$ cat src/rtl/core/pifd_pkg.sv
// Types and constants for the pulse interval frame decoder.
// No dependencies; imported by the decoder top level.
package pifd_pkg;

    typedef enum logic [1:0] {
        MODE_IDLE     = 2'd0,
        MODE_START    = 2'd1,
        MODE_ORIGINAL = 2'd2,
        MODE_VERIFY   = 2'd3
    } mode_t;

    localparam int TICK_W  = 16;
    localparam int BYTE_W  = 8;
    localparam int LIMIT_W = 8;
    localparam int COUNT_W = 5;
    localparam int CFG_W   = 16;
    localparam int CIDX_W  = 3;

    typedef enum logic [CIDX_W-1:0] {
        CFG_START_MIN     = 3'd0,
        CFG_START_MAX     = 3'd1,
        CFG_ZERO_MIN      = 3'd2,
        CFG_ONE_THRESHOLD = 3'd3,
        CFG_ONE_MAX       = 3'd4,
        CFG_ERROR_LIMIT   = 3'd5
    } cfg_index_t;

    localparam logic [TICK_W-1:0]  RST_START_MIN     = 16'd875;
    localparam logic [TICK_W-1:0]  RST_START_MAX     = 16'd1625;
    localparam logic [TICK_W-1:0]  RST_ZERO_MIN      = 16'd150;
    localparam logic [TICK_W-1:0]  RST_ONE_THRESHOLD = 16'd325;
    localparam logic [TICK_W-1:0]  RST_ONE_MAX       = 16'd588;
    localparam logic [LIMIT_W-1:0] RST_ERROR_LIMIT   = 8'd60;

    localparam logic [COUNT_W-1:0] BITS_ORIGINAL = 5'd8;
    localparam logic [COUNT_W-1:0] BITS_FRAME    = 5'd16;

    typedef struct packed {
        logic              byte_valid;
        logic [BYTE_W-1:0] data_byte;
        logic              frame_abort;
    } result_t;

endpackage

$ cat src/rtl/core/pulse_interval_frame_decoder.sv
// Pulse interval frame decoder: decodes a complement-checked byte from edge intervals.
// Depends on pifd_pkg for the mode, register index and result types.
//
// Usage: each input transaction (in_valid/in_ready) carries one falling edge,
// req_type (1 for the arming pin, 0 for the data pin) and interval_ticks, the
// timer ticks since the previous edge. Every input transaction produces
// exactly one output transaction (out_valid/out_ready) with byte_valid,
// data_byte and frame_abort. Registers are written through cfg_we, cfg_index
// and cfg_wdata; the user must write them only while the decoder is idle,
// which the block itself does not enforce. Results are registered into the
// one-entry output register, or into the skid register while the receiver stalls.
// Throughput is one transaction per cycle while the skid register is empty,
// set by the single registered state update per edge. While the one-entry
// skid register holds a result, in_ready stays low until it drains.
// Reset clears the decoder to idle, the error counter to zero, the
// registers to their default windows and empties both result registers.
module pulse_interval_frame_decoder
    import pifd_pkg::*;
(
    input  logic                clk,
    input  logic                rst_n,
    input  logic                cfg_we,
    input  logic [CIDX_W-1:0]   cfg_index,
    input  logic [CFG_W-1:0]    cfg_wdata,
    input  logic                in_valid,
    output logic                in_ready,
    input  logic                req_type,
    input  logic [TICK_W-1:0]   interval_ticks,
    output logic                out_valid,
    input  logic                out_ready,
    output logic                byte_valid,
    output logic [BYTE_W-1:0]   data_byte,
    output logic                frame_abort
);

    logic [TICK_W-1:0]  start_min_reg;
    logic [TICK_W-1:0]  start_max_reg;
    logic [TICK_W-1:0]  zero_min_reg;
    logic [TICK_W-1:0]  one_threshold_reg;
    logic [TICK_W-1:0]  one_max_reg;
    logic [LIMIT_W-1:0] error_limit_reg;

    mode_t              mode_reg, mode_next;
    logic [COUNT_W-1:0] bit_count_reg, bit_count_next;
    logic [BYTE_W-1:0]  original_reg, original_next;
    logic [BYTE_W-1:0]  verify_reg, verify_next;
    logic [LIMIT_W-1:0] error_count_reg, error_count_next;

    result_t            result;
    result_t            out_reg;
    result_t            skid_reg;
    logic               out_valid_reg;
    logic               skid_valid_reg;

    logic               accept;
    logic               in_start_window;
    logic               is_zero;
    logic               is_one;
    logic               bit_ok;
    logic [COUNT_W-1:0] bit_count_inc;
    logic [BYTE_W-1:0]  original_shifted;
    logic [BYTE_W-1:0]  verify_shifted;

    assign in_ready = !skid_valid_reg;
    assign accept   = in_valid && in_ready;

    assign in_start_window = (interval_ticks >= start_min_reg)
                          && (interval_ticks <= start_max_reg);
    assign is_zero = (interval_ticks > zero_min_reg)
                  && (interval_ticks <= one_threshold_reg);
    assign is_one  = (interval_ticks > one_threshold_reg)
                  && (interval_ticks < one_max_reg);
    assign bit_ok  = is_zero || is_one;

    assign bit_count_inc    = bit_count_reg + COUNT_W'(1);
    assign original_shifted = {original_reg[BYTE_W-2:0], !is_zero};
    assign verify_shifted   = {verify_reg[BYTE_W-2:0], !is_zero};

    always_ff @(posedge clk or negedge rst_n)
    begin
        if (!rst_n)
        begin
            start_min_reg     <= RST_START_MIN;
            start_max_reg     <= RST_START_MAX;
            zero_min_reg      <= RST_ZERO_MIN;
            one_threshold_reg <= RST_ONE_THRESHOLD;
            one_max_reg       <= RST_ONE_MAX;
            error_limit_reg   <= RST_ERROR_LIMIT;
        end
        else if (cfg_we)
        begin
            case (cfg_index)
                CFG_START_MIN:     start_min_reg     <= cfg_wdata;
                CFG_START_MAX:     start_max_reg     <= cfg_wdata;
                CFG_ZERO_MIN:      zero_min_reg      <= cfg_wdata;
                CFG_ONE_THRESHOLD: one_threshold_reg <= cfg_wdata;
                CFG_ONE_MAX:       one_max_reg       <= cfg_wdata;
                CFG_ERROR_LIMIT:   error_limit_reg   <= cfg_wdata[LIMIT_W-1:0];
                default:           ;
            endcase
        end
    end

    // Next state of the decoder for the current edge.
    always_comb
    begin
        mode_next        = mode_reg;
        bit_count_next   = bit_count_reg;
        original_next    = original_reg;
        verify_next      = verify_reg;
        error_count_next = error_count_reg;
        if (req_type)
        begin
            mode_next = (mode_reg == MODE_IDLE) ? MODE_START : MODE_IDLE;
        end
        else
        begin
            case (mode_reg)
                MODE_START:
                begin
                    if (in_start_window)
                    begin
                        mode_next      = MODE_ORIGINAL;
                        bit_count_next = '0;
                        original_next  = '0;
                        verify_next    = '0;
                    end
                    else if (error_count_reg < error_limit_reg)
                    begin
                        error_count_next = error_count_reg + LIMIT_W'(1);
                    end
                    else
                    begin
                        error_count_next = '0;
                        mode_next        = MODE_IDLE;
                    end
                end
                MODE_ORIGINAL:
                begin
                    if (!bit_ok)
                    begin
                        mode_next = MODE_IDLE;
                    end
                    else
                    begin
                        bit_count_next = bit_count_inc;
                        original_next  = original_shifted;
                        if (bit_count_inc == BITS_ORIGINAL)
                        begin
                            mode_next = MODE_VERIFY;
                        end
                    end
                end
                MODE_VERIFY:
                begin
                    if (!bit_ok)
                    begin
                        mode_next = MODE_IDLE;
                    end
                    else
                    begin
                        bit_count_next = bit_count_inc;
                        verify_next    = verify_shifted;
                        if (bit_count_inc == BITS_FRAME)
                        begin
                            mode_next = MODE_IDLE;
                        end
                    end
                end
                default:
                begin
                    mode_next = MODE_IDLE;
                end
            endcase
        end
    end

    // Result fields for the current edge.
    always_comb
    begin
        result = '0;
        if (req_type)
        begin
            result.frame_abort = (mode_reg != MODE_IDLE);
        end
        else
        begin
            case (mode_reg)
                MODE_START:
                begin
                    result.frame_abort = !in_start_window
                                      && !(error_count_reg < error_limit_reg);
                end
                MODE_ORIGINAL:
                begin
                    result.frame_abort = !bit_ok;
                end
                MODE_VERIFY:
                begin
                    if (!bit_ok)
                    begin
                        result.frame_abort = 1'b1;
                    end
                    else if (bit_count_inc == BITS_FRAME)
                    begin
                        if (verify_shifted == ~original_reg)
                        begin
                            result.byte_valid = 1'b1;
                            result.data_byte  = original_reg;
                        end
                        else
                        begin
                            result.frame_abort = 1'b1;
                        end
                    end
                end
                default:
                begin
                    result = '0;
                end
            endcase
        end
    end

    always_ff @(posedge clk or negedge rst_n)
    begin
        if (!rst_n)
        begin
            mode_reg        <= MODE_IDLE;
            bit_count_reg   <= '0;
            original_reg    <= '0;
            verify_reg      <= '0;
            error_count_reg <= '0;
        end
        else if (accept)
        begin
            mode_reg        <= mode_next;
            bit_count_reg   <= bit_count_next;
            original_reg    <= original_next;
            verify_reg      <= verify_next;
            error_count_reg <= error_count_next;
        end
    end

    always_ff @(posedge clk or negedge rst_n)
    begin
        if (!rst_n)
        begin
            out_valid_reg  <= 1'b0;
            skid_valid_reg <= 1'b0;
        end
        else
        begin
            if (skid_valid_reg)
            begin
                if (out_ready)
                begin
                    skid_valid_reg <= 1'b0;
                end
            end
            else if (accept)
            begin
                if (out_valid_reg && !out_ready)
                begin
                    skid_valid_reg <= 1'b1;
                end
                else
                begin
                    out_valid_reg <= 1'b1;
                end
            end
            else if (out_ready)
            begin
                out_valid_reg <= 1'b0;
            end
        end
    end

    always_ff @(posedge clk)
    begin
        if (skid_valid_reg)
        begin
            if (out_ready)
            begin
                out_reg <= skid_reg;
            end
        end
        else if (accept)
        begin
            if (out_valid_reg && !out_ready)
            begin
                skid_reg <= result;
            end
            else
            begin
                out_reg <= result;
            end
        end
    end

    assign out_valid   = out_valid_reg;
    assign byte_valid  = out_reg.byte_valid;
    assign data_byte   = out_reg.data_byte;
    assign frame_abort = out_reg.frame_abort;

endmodule

$ cat config.mk
export PLATFORM = sky130hd
export DESIGN_NAME = pulse_interval_frame_decoder
export DESIGN_NICKNAME = d
export VERILOG_FILES = /design/src/rtl/core/pifd_pkg.sv /design/src/rtl/core/pulse_interval_frame_decoder.sv
export SDC_FILE = /design/constraint.sdc
export NUM_CORES = 1
export LEC_CHECK = 0
export CAP_MARGIN = 10
export CORE_MARGIN = 4
export CORE_UTILIZATION = 45
export DETAILED_ROUTE_END_ITERATION = 10
export DONT_BUFFER_PORTS = 1
export PLACE_DENSITY = 0.72
export SLEW_MARGIN = 20
export SYNTH_ARGS = -nofsm -noshare
export SYNTH_HDL_FRONTEND = slang
export SYNTH_SLANG_ARGS = --single-unit
$ cat constraint.sdc
create_clock -name clk -period 3.99 [get_ports clk]
set_input_delay 0.5985 -clock clk [delete_from_list [all_inputs] [get_ports clk]]
set_output_delay 0.5985 -clock clk [all_outputs]
set_load 0.01 [all_outputs]
==> results by stage, run 1 <==
Status:
- The flow ran to the end, and the final reports show no timing, DRC or antenna violations.

Floorplan:
- The total number of placement rows is 48.
- Pin placement for this block handled 53 I/O pins.
- In this run the vertical extent of the chip is 142 µm.
- The floorplan step defined a core boundary enclosing 17500 µm².
- For this configuration, the core starts out at a cell density of 0.465.
- The die is 142 µm wide.
- The area enclosed by the die boundary is 20300 µm².

Placement:
- Detailed placement ended at an HPWL of 12.7 mm.
- At the placement stage, the worst setup path has a slack of 685 ps.
- The count of buffers from port buffering is 0.
- Routability-driven placement finished with a final weighted congestion of 0.870.
- The number of instances in the placed design is 1043.

CTS:
- Buffers inserted to repair hold after CTS numbered 2.
- The total number of clock tree sinks is 140.
- The count of instances resized after the clock tree is built is 0.
- The maximum number of buffers from clock root to sink is 2.
- The library cell used as clock root buffer is clkbuf_16.
- The CTS clock-pin slew for the worst setup and hold paths is 60 ps.
- The number of H-tree branching levels is 4.
- The clock network latency to the later pin of the worst-skew pair is 430 ps.
- The CTS tree is built.
- The CTS buffer count is 17.
- The buffers inserted during post-CTS setup optimization is 0.

Layout:
- The number of fill cells is 1529.
- The number of nets at the end of the flow is 973.
- The share of cells above drive strength 1 is 0.128.
- The filler-free cell count of the finished design is 1077.
- 0 antenna diodes ended up in the layout.
- The synthesis-to-layout area growth is 10.7%.

Setup path:
- The end of the worst register-to-register path is error_count_reg[7].
- The largest fanout on the critical path is 10.
- By startpoint and endpoint, the worst setup path is classified as flop to flop.
- Across all register-to-register paths, the minimum setup slack is 690 ps.
- For the worst setup path, the data required time is 4320 ps.
- The number of cells on the worst reg-to-reg path is 10.
- For the worst setup path, the data arrival time is 3630 ps.
- The origin of the critical flop-to-flop path is start_min_reg[5].
- The startpoint kind of the worst setup timing path is a flop.
- STA classifies the critical path endpoint as a flop.

Timing:
- The headroom to the max-slew limit is 0.363.
- Setup total negative slack on the finished layout was measured at 0 ps.
- The minimum clock period after layout is 3300 ps.
- Across all setup checks in the final design, the least slack found is 694 ps.
- Dividing the final minimum period by the clock period gives 0.826.
- The tightest hold margin is 75.8 ps.
- The fmax is 303 MHz.
- The slew at the pin closest to its max-slew limit is 953 ps.
- The count of final hold-check violations came to 0.
- The number of max-slew violations in the final report is 0.
- Between clock sinks in the finished design, the worst skew comes to 11.2 ps.
- Setup repair after global routing left no endpoint under its margin.
- The total of endpoints with negative setup slack in the final report is 0.

Run:
- Max-cap violations in this run came to 0.

Logic synthesis:
- The average instance in the mapped netlist occupies 9.67 µm².
- The biggest area consumer among synthesized cells is dfrtp_1.
- The leading register cell type out of synthesis is dfrtp_1.
- After synthesis, the netlist uses 58 different library cells.
- In this run, synthesis produced a sequential element count of 140.
- The post-synthesis instance area is 8120 µm².
- Synthesis produced a netlist whose cell count is 840.
- Yosys attributes the largest share of cell area to dfrtp_1 28%, ha_1 14%, dfstp_2 9.4%, edfxtp_1 7.4%, o21ai_0 5.7%.
- Yosys mapped a number of flops with a built-in enable equal to 20.
- The fraction of post-synthesis cell area in the top cell type by area is 0.280.
- Of all flip-flops after synthesis, the portion carrying an async set or reset was 0.857.
- The net count after synthesis is 974.
- The sequential element share of the synthesized area is 0.448.
- The count of yosys warnings during synthesis is 0.

Global routing:
- The initial antenna violation count is 0.
- The via count of the first global-routing pass is 5907.
- The all-layer global routing usage is 0.185.
- Entering global routing, the biggest net connects 94 pins.
- The aggregate global routing overflow is 0.
- The global-route wire length before repair is 29.8 mm.

Pwr:
- The maximum vdd drop is 309 µV.
- The sum of internal, switching and leakage power is 4.82 mW.
- The total power divided by cell area is 536 nW/µm².
- The analysis attributes to cell leakage a power of 4.12 nW.

Route:
- The detail route stage leaves a number of antenna-violating nets equal to 0.
- The via count of the routed design is 5885.
- After detailed routing, the average wire length per cell comes to 16.4 µm.
- The number of optimization iterations in the first detailed-route pass is 5.
- After detailed routing, the total wire length is 17.6 mm.
- The first routing iteration left 371 violations.
- The remaining design rule violation count is 0.
- In the routed layout, each cell is associated on average with a via count of 5.46.

Min path:
- The classification of the worst-slack hold path is input port to async pin.
[routing by layer]
| layer | global-route usage | wire [µm] | vias to the layer above |
|---|---|---|---|
| li1 | - | - | 2931 |
| met1 | 0.250 | 8270 | 2808 |
| met2 | 0.286 | 8120 | 129 |
| met3 | 0.0544 | 978 | 17 |
| met4 | 0.0605 | 275 | 0 |
| met5 | 0 | 0 | - |
[synth_stat cells (all sizes together), types with 14 or more instances]
library cell    n
nand4          18
o21ai          93
nor3           14
dfstp          29
clkbuf         24
edfxtp         20
inv           100
mux2           31
nand2         113
a21oi          36
nand3          15
dfrtp          91
ha             93
nor2           25
[cells in the final DEF, fill, tap and decap left out, types with 20 or more instances in the layout]
cell type / synthesis / final
a21oi_1: 36 / 36
nor2_1: 25 / 24
inv_1: 100 / 100
nand2_1: 113 / 113
dfstp_2: 29 / 29
o21ai_0: 92 / 92
mux2_2: 31 / 31
edfxtp_1: 20 / 20
ha_1: 93 / 93
dfrtp_1: 91 / 91
[metrics by stage]
stage	instance area (µm²)	utilization
4_1_cts	8990	0.514
3_5_place_dp	8340	0.477
3_3_place_gp	8340	0.477
2_1_floorplan	8120	-
5_1_grt	8990	0.515
6_report	8990	0.515
[cell type report]
class / count / area, µm² / area share
clock buffer: 18 / 450 / 0.0501
clock inverter: 14 / 154 / 0.0171
multi-input combinational: 572 / 4000 / 0.445
tap: 225 / 282 / 0.0313
timing repair buffer: 7 / 85.1 / 0.00946
inverter: 101 / 379 / 0.0422
sequential: 140 / 3640 / 0.405
[critical path, stage by stage (launching register included)]
cell	delay, ps
dfstp_2	510
inv_1	40
ha_1	300
a2111oi_0	500
o21a_1	220
o211a_1	200
o211a_1	180
nor2_1	70
or3_1	510
or2_0	390
o31ai_1	280
[cells by family (layout without fill, tap and decap cells)]
family	count (synthesis)	after routing	synth area share
AO/OA/AOI/OAI	193	193	0.145
XOR/XNOR	8	8	0.00863
adder cells (fa/ha/maj)	93	93	0.143
buffers and inverters	128	140	0.0610
flip-flops	140	140	0.448
multiplexers	41	41	0.0553
AND/OR/NAND/NOR	237	237	0.139
[how the worst max path moves through the flow]
stage                            startpoint                  to  slack, ps  depth (start not counted)
after floorplan           interval_ticks[5]    bit_count_reg[0]        970                          9
after global placement    interval_ticks[5]    bit_count_reg[0]        790                          9
after detailed placement  interval_ticks[5]  error_count_reg[7]        690                          9
after CTS                  start_min_reg[5]  error_count_reg[7]        750                         10
after global routing       start_min_reg[5]  error_count_reg[7]        470                         10
final                      start_min_reg[5]  error_count_reg[7]        690                         10
[power by group]
| part | switching (mW) | internal [mW] | total (mW) |
|---|---|---|---|
| sequential | 0.224 | 1.81 | 2.03 |
| clock | 0.656 | 0.966 | 1.62 |
| combinational | 0.653 | 0.513 | 1.17 |
(Power assumes the default switching activity.)
==> run 2, diff against run 1 <==
Settings changed: PLACE_DENSITY 0.72 to 0.74.
Clock period 3.99 ns to 2.65 ns, I/O delays scaled along.
==> run 2 against run 1 <==
The run now ends with negative hold slack, negative setup slack left. Critical path depth unchanged. Count of clock-buffer cells in the layout increased by 5. Flip-flop and latch count unchanged. Critical path type unchanged. Final cell count increased by 5.1%. Largest cell class unchanged. Sequential power increased by 52%.
==> results by stage, run 2 (same netlist as run 1, synthesis figures left out) <==
Setup path:
- The largest fanout on the critical path came to 5 (was 10).
- The capturing instance or port of the critical path is bit_count_reg[0] (was error_count_reg[7]).
- The cell depth of the worst flop-to-flop path came to 10 (unchanged).
- The origin of the critical flop-to-flop path is start_min_reg[5] (unchanged).
- The arrival time of the worst setup path came to 3350 ps (was 3630 ps).
- The worst setup path startpoint was start_min_reg[5] (unchanged).
- The end of the worst register-to-register path was bit_count_reg[0] (was error_count_reg[7]).
- The startpoint kind of the worst setup timing path is a flop (unchanged).
- CP cell instances: inv_2 > ha_4 > o211ai_1 > or3_1 > o211a_1 > o211a_1 > or4_4 > a21o_4 > a21oi_4 > mux2_4 (was inv_1 > ha_1 > a2111oi_0 > o21a_1 > o211a_1 > o211a_1 > nor2_1 > or3_1 > or2_0 > o31ai_1).
- The cell type with the highest occurrence count on the critical path is o211a_1 (unchanged).
- The cell with the largest stage delay on the worst path is or4_4 (was dfstp_2).
- The category of the most critical setup path is flop to flop (unchanged).
- The flop-to-flop setup slack is -400 ps (was 690 ps).
- The endpoint type of the worst setup path is a flop (unchanged).
- The required time of the critical path came to 2960 ps (was 4320 ps).
- The peak per-stage delay on the critical path is 540 ps (was 510 ps).

Timing:
- The headroom to the max-slew limit came to 0.438 (was 0.363).
- The fmax is 328 MHz (was 303 MHz).
- The count of final hold-check violations is 120 (was 0).
- The fraction of the cycle the final worst path needs is 1.15 (was 0.826).
- The total of endpoints with negative setup slack in the final report is 50 (was 0).
- The number of max-slew violations in the final report was 0 (unchanged).
- The slew at the pin closest to its max-slew limit came to 835 ps (was 953 ps).
- The final worst setup slack was -397 ps (was 694 ps).
- The minimum clock period after layout is 3050 ps (was 3300 ps).
- The clock skew is 10.1 ps (was 11.2 ps).
- Unrepaired setup endpoints after global routing: yes (was no).
- The tightest hold margin is -340 ps (was 75.8 ps).

Route:
- The remaining design rule violation count is 0 (unchanged).
- The via density per instance is 5.60 (was 5.46).
- The final routed wirelength across all metal layers is 19.8 mm (was 17.6 mm).
- The via count of the routed design is 6343 (was 5885).
- The number of DRC violations after detailed-routing iteration 0 was 483 (was 371).
- The number of optimization iterations in the first detailed-route pass is 5 (unchanged).
- The routed wirelength normalized by instance count was 17.5 µm (was 16.4 µm).
- The final antenna-violating net count is 0 (unchanged).

Layout:
- The synthesis-to-layout area growth is 20.5% (was 10.7%).
- The filler-free cell count of the finished design came to 1132 (was 1077).
- The most common cell after layout, fill and taps aside is nand2_1 (unchanged).
- Commonest cells after routing, fill and taps aside: 112 x nand2_1, 95 x inv_1, 91 x dfrtp_1 (was 113 x nand2_1, 100 x inv_1, 93 x ha_1).
- The share of cells above drive strength 1 was 0.235 (was 0.128).
- The final design instance area without fill is 9790 µm² (was 8990 µm²).
- The number of nets at the end of the flow is 1028 (was 973).
- The diode insertion count for antenna repair was 0 (unchanged).

Global routing:
- The aggregate global routing overflow is 0 (unchanged).
- The via count of the first global-routing pass was 6341 (was 5907).
- The initial antenna violation count is 0 (unchanged).
- The global-route wire length before repair is 32.3 mm (was 29.8 mm).
- The pin count of the biggest net entering global routing is 121 (was 94).
- The all-layer global routing usage is 0.201 (was 0.185).

CTS:
- The maximum number of buffers from clock root to sink is 2 (unchanged).
- The CTS buffer count is 17 (unchanged).
- The clock network latency to the later pin of the worst-skew pair came to 430 ps (about the same).
- The CTS tree is built (unchanged).
- The CTS clock-pin slew for the worst setup and hold paths was 60 ps (about the same).
- The number of H-tree branching levels was 4 (unchanged).
- The library cell used as clock root buffer was clkbuf_16 (unchanged).
- The total number of clock tree sinks is 140 (unchanged).

Floorplan:
- The standard cell core area is 17500 µm² (unchanged).
- The I/O pin count is 53 (unchanged).
- The initial cell density of the core came to 0.465 (unchanged).
- The die height came to 142 µm (unchanged).
- The area enclosed by the die boundary is 20300 µm² (unchanged).
- The total number of placement rows is 48 (unchanged).
- The width of the chip is 142 µm (unchanged).

Status:
- Result of the run: complete, but fails checks (was finished clean).
- The final reports fail on negative hold slack, negative setup slack.

Placement:
- The cell area after placement is 8670 µm² (was 8340 µm²).
- The number of instances in the placed design was 1081 (was 1043).
- The detailed-placement wirelength estimate is 12.9 mm (was 12.7 mm).
- The count of buffers from port buffering is 0 (unchanged).
- The final RePlAce weighted congestion is 0.813 (was 0.870).
- The post-place setup slack is -431 ps (was 685 ps).

Min path:
- The classification of the worst-slack hold path is input port to async pin (unchanged).

Pwr:
- The leakage component of the power is 4.46 nW (was 4.12 nW).
- The maximum vdd drop is 487 µV (was 309 µV).
- The total power divided by cell area was 795 nW/µm² (was 536 nW/µm²).

Run:
- The number of maximum-capacitance violations came to 0 (unchanged).
[run 2: metal layers]
| metal | GRT usage | share of wire |
|---|---|---|
| met1 | 0.257 | 0.44 |
| met2 | 0.331 | 0.49 |
| met3 | 0.0433 | 0.049 |
| met4 | 0.0830 | 0.023 |
| met5 | 0 | 0 |
[run 2: stage by stage]
stage / power, mW / hold WS, ps / utilization / TNS [ps]
floorplan: 4.37 / 102 / - / -5120
global placement: 4.87 / 105 / 0.496 / -9880
detailed placement: 4.96 / 106 / 0.496 / -12530
CTS: 7.66 / -348 / 0.551 / -7820
global route: 8.23 / -357 / 0.560 / -16130
finish: 7.78 / -340 / 0.560 / -10080
[run 2: timing repair]
action,4_1_cts,5_1_grt
hold endpoints to repair,120,120
resized for setup,63,30
cloned,2,0
setup endpoints to repair,50,50
buffers inserted,13,4
pin swaps,22,18
[run 2: final cells by class]
cell class	count	area, µm²
Timing Repair Buffer	61	515
Fill cell	1405	7690
Clock inverter	9	109
Clock buffer	23	499
Sequential cell	140	3640
Tap cell	225	282
Multi-Input combinational cell	573	4360
Inverter	101	379
[run 2: worst max-delay path: cells and delay by family (launching register included)]
family | cells | cell delay [ps]
AOI/OAI and AO/OA | 5 | 880
muxes | 1 | 300
DFF | 1 | 530
and+or+nand+nor | 2 | 900
adders and majority gates | 1 | 270
buffers and inverters | 1 | 50
[run 2: how the worst min path moves through the flow]
stage,from,end,depth (start not counted)
global route,rst_n,zero_min_reg[0],0
floorplan,rst_n,bit_count_reg[0],0
detailed placement,rst_n,zero_min_reg[0],0
CTS,rst_n,zero_min_reg[0],0
global placement,rst_n,zero_min_reg[0],0
finish,rst_n,zero_min_reg[0],0
[run 2: power by group]
| part | total [mW] | switching, mW | internal (mW) |
|---|---|---|---|
| registers | 3.08 | 0.360 | 2.72 |
| clock network | 2.45 | 0.937 | 1.52 |
| logic | 2.25 | 1.17 | 1.08 |
| total | 7.78 | 2.46 | 5.32 |
==> run 3, diff against run 2 <==
Settings changed: ABC_AREA set to 1, SETUP_SLACK_MARGIN set to 0.02.
==> run 3 against run 2 <==
Highest routed layer unchanged. Count of clock-buffer cells in the layout fell by 6. The flow finishes with violations (negative hold slack). Design area fell by 7.2%. Final cell count is 8.9% higher. First-iteration DRC count is 2.5% lower. Routed wire length fell by 12%. Combinational power is 34% lower. Critical path depth grew 5. Clock power grew 4%. Via count shrank 1.4%. Clock skew down 0.98 ps. Global-route usage is 1.7 points lower.
==> results by stage, run 3 <==
Status:
- Result of the run: complete, but fails checks (unchanged).
- Violated checks: negative hold slack (was negative hold slack, negative setup slack).

CTS:
- The library cell used as clock root buffer was clkbuf_16 (unchanged).
- The number of H-tree branching levels came to 4 (unchanged).
- The maximum number of buffers from clock root to sink came to 2 (unchanged).
- The total number of clock tree sinks is 140 (unchanged).
- The clock network latency to the later pin of the worst-skew pair is 430 ps (about the same).
- The CTS buffer count is 17 (unchanged).
- The CTS tree is built (unchanged).
- The CTS clock-pin slew for the worst setup and hold paths is 70 ps (was 60 ps).

Route:
- The final routed wirelength across all metal layers is 17.4 mm (was 19.8 mm).
- The number of optimization iterations in the first detailed-route pass is 5 (unchanged).
- The routed wirelength normalized by instance count is 14.1 µm (was 17.5 µm).
- The via count of the routed design is 6253 (was 6343).
- The remaining design rule violation count is 0 (unchanged).
- The number of DRC violations after detailed-routing iteration 0 is 471 (was 483).
- The final antenna-violating net count is 0 (unchanged).
- The via density per instance was 5.07 (was 5.60).

Timing:
- The headroom to the max-slew limit is 0.371 (was 0.438).
- The clock skew is 9.11 ps (was 10.1 ps).
- The count of final hold-check violations is 120 (unchanged).
- The fmax was 403 MHz (was 328 MHz).
- The final worst setup slack is 168 ps (was -397 ps).
- The total of endpoints with negative setup slack in the final report came to 0 (was 50).
- The fraction of the cycle the final worst path needs is 0.937 (was 1.15).
- The minimum clock period after layout came to 2480 ps (was 3050 ps).
- The slew at the pin closest to its max-slew limit is 941 ps (was 835 ps).
- The total negative slack for setup checks came to 0 ps (was -10080 ps).
- The number of max-slew violations in the final report is 0 (unchanged).
- The tightest hold margin is -340 ps (about the same).
- Unrepaired setup endpoints after global routing: no (was yes).

Logic synthesis:
- The count of yosys warnings during synthesis is 0 (unchanged).
- The number of synthesized flops with an enable pin is 20 (unchanged).
- The sequential element share of the synthesized area is 0.444 (was 0.448).
- The leading register cell type out of synthesis is dfrtp_1 (unchanged).
- The post-synthesis instance total is 987 (was 840).
- The count of state elements after synthesis came to 140 (unchanged).
- The async set-or-reset flop fraction in the synthesized netlist is 0.857 (unchanged).
- Synth area leaders: dfrtp_1 28%, ha_1 14%, nand2_1 12%, dfstp_2 9.3%, inv_1 7.5% (was dfrtp_1 28%, ha_1 14%, dfstp_2 9.4%, edfxtp_1 7.4%, o21ai_0 5.7%).
- The library cell with the highest instance count after synthesis is nand2_1 (unchanged).
- The biggest area consumer among synthesized cells is dfrtp_1 (unchanged).
- The fraction of post-synthesis cell area in the top cell type by area came to 0.278 (was 0.280).
- The post-synthesis cell type count is 39 (was 58).
- The mean instance size in the synthesized netlist came to 8.30 µm² (was 9.67 µm²).
- The post-synthesis instance area came to 8190 µm² (was 8120 µm²).
- The net count after synthesis was 1121 (was 974).
- Most used standard cells in the synthesized netlist: 258 x nand2_1, 164 x inv_1, 109 x o21ai_0 (was 113 x nand2_1, 100 x inv_1, 93 x ha_1).

Floorplan:
- The initial cell density of the core is 0.458 (was 0.465).
- The standard cell core area came to 17900 µm² (was 17500 µm²).
- The area enclosed by the die boundary is 20400 µm² (was 20300 µm²).
- The width of the chip came to 143 µm (was 142 µm).
- The die height was 143 µm (was 142 µm).
- The total number of placement rows is 49 (was 48).
- The I/O pin count came to 53 (unchanged).

Global routing:
- The initial antenna violation count came to 0 (unchanged).
- The pin count of the biggest net entering global routing is 121 (unchanged).
- The all-layer global routing usage came to 0.183 (was 0.201).
- The via count of the first global-routing pass was 6210 (was 6341).
- The aggregate global routing overflow came to 0 (unchanged).
- The global-route wire length before repair is 29.9 mm (was 32.3 mm).

Pwr:
- The sum of internal, switching and leakage power is 6.84 mW (was 7.78 mW).
- The leakage component of the power is 4.45 nW (was 4.46 nW).
- The maximum vdd drop is 481 µV (was 487 µV).
- The total power divided by cell area was 754 nW/µm² (was 795 nW/µm²).

Setup path:
- The flop-to-flop setup slack was 170 ps (was -400 ps).
- The startpoint kind of the worst setup timing path is a flop (unchanged).
- The required time of the critical path is 2840 ps (was 2960 ps).
- The origin of the critical flop-to-flop path was one_threshold_reg[6] (was start_min_reg[5]).
- The arrival time of the worst setup path is 2670 ps (was 3350 ps).
- The end of the worst register-to-register path is frame_abort (was bit_count_reg[0]).
- The cell depth of the worst flop-to-flop path is 15 (was 10).
- The largest fanout on the critical path is 3 (was 5).
- The worst setup path startpoint is one_threshold_reg[6] (was start_min_reg[5]).
- The capturing instance or port of the critical path is frame_abort (was bit_count_reg[0]).
- The category of the most critical setup path is flop to flop (unchanged).
- The endpoint type of the worst setup path is a flop (unchanged).

Layout:
- The footprint of the multi-input gates is 3840 µm² (was 4360 µm²).
- The most common cell after layout, fill and taps aside is nand2_1 (unchanged).
- The synthesis-to-layout area growth is 10.8% (was 20.5%).
- The share of cells above drive strength 1 is 0.110 (was 0.235).
- The diode insertion count for antenna repair was 0 (unchanged).
- The flip-flop and latch area is 3640 µm² (unchanged).
- Commonest cells after routing, fill and taps aside: 258 x nand2_1, 164 x inv_1, 109 x o21ai_0 (was 112 x nand2_1, 95 x inv_1, 91 x dfrtp_1).
- The number of nets at the end of the flow is 1125 (was 1028).
- The final core utilization is 0.507 (was 0.560).
- The number of fill cells came to 1682 (was 1405).

Placement:
- The detailed-placement wirelength estimate is 12.8 mm (was 12.9 mm).
- The post-place setup slack is 79.4 ps (was -431 ps).
- The final RePlAce weighted congestion is 0.835 (was 0.813).
- The count of buffers from port buffering is 0 (unchanged).

Min path:
- The classification of the worst-slack hold path is input port to async pin (unchanged).

Run:
- The number of maximum-capacitance violations is 0 (unchanged).
## run 3: cell types whose count changed after synthesis, moves of 10 or more
cell | previous run | this run
nand2_1 | 113 | 258
mux2i_1 | 10 | 0
inv_1 | 100 | 164
a211o_1 | 11 | 0
a21oi_1 | 36 | 46
nand3_1 | 15 | 28
mux2_2 | 31 | 0
o21ai_2 | 0 | 16
o21ai_0 | 92 | 109
nand4_1 | 18 | 8
nor2_1 | 25 | 45
nand2b_1 | 10 | 0
## run 3: layer usage
layer | routed length (µm) | part of all wire | global-route usage
met3 | 625 | 0.036 | 0.0342
met2 | 8270 | 0.47 | 0.308
met1 | 8230 | 0.47 | 0.240
met4 | 308 | 0.018 | 0.0585
met5 | 0 | 0 | 0
## run 3: cell type report
| type | count | area share |
|---|---|---|
| well taps | 229 | 0.0316 |
| multi-input cells | 658 | 0.423 |
| clock inverters | 15 | 0.0225 |
| clock buffers | 17 | 0.0469 |
| repair buffers | 9 | 0.00744 |
| inverters | 165 | 0.0682 |
| flip-flops and latches | 140 | 0.401 |
## run 3: through the flow
stage	cell area (µm²)	cells
after floorplan	8190	987
after global placement	8430	1201
after detailed placement	8430	1201
after CTS	9060	1233
after global routing	9080	1233
final	9080	1233
## run 3: worst min-delay path by stage
stage,start,to,slack (ps),cells past startpoint
after floorplan,rst_n,bit_count_reg[0],100,0
after detailed placement,rst_n,one_max_reg[15],110,0
after global routing,rst_n,one_max_reg[14],-350,0
after CTS,rst_n,one_max_reg[14],-350,0
after global placement,rst_n,one_max_reg[14],110,0
final,rst_n,one_max_reg[14],-340,0
## run 3: repair_timing
action / in CTS / in global routing
hold endpoints to repair: 120 / 120
setup endpoints to repair: 0 / 26
resized for setup: 0 / 3
buffers inserted: 0 / 0
## run 3: cells by family after synthesis
| logic type | share of synthesized area |
|---|---|
| simple gates | 0.184 |
| buf+inv | 0.0894 |
| compound gates | 0.127 |
| flops | 0.444 |
| fa+ha+maj | 0.142 |
| xor+xnor | 0.0128 |
## run 3: critical path: stages, from the launching register on
cell and delay, ps:
dfstp_2 530, inv_1 40, ha_1 260, nand2_1 90, nor2_2 140, nand4_1 180, nor2_1 170, inv_1 70
nand2_2 90, nand2_1 100, nand2_1 90, nand3_2 120, nand2_1 90, nand3_1 100, nand3_1 90, nand2_1 70
## run 3: report_power, final
part	leakage (nW)	internal (mW)	switching, mW
clock network	0.307	1.52	1.03
registers	1.67	2.59	0.211
logic	2.47	0.575	0.914
total	4.45	4.69	2.15
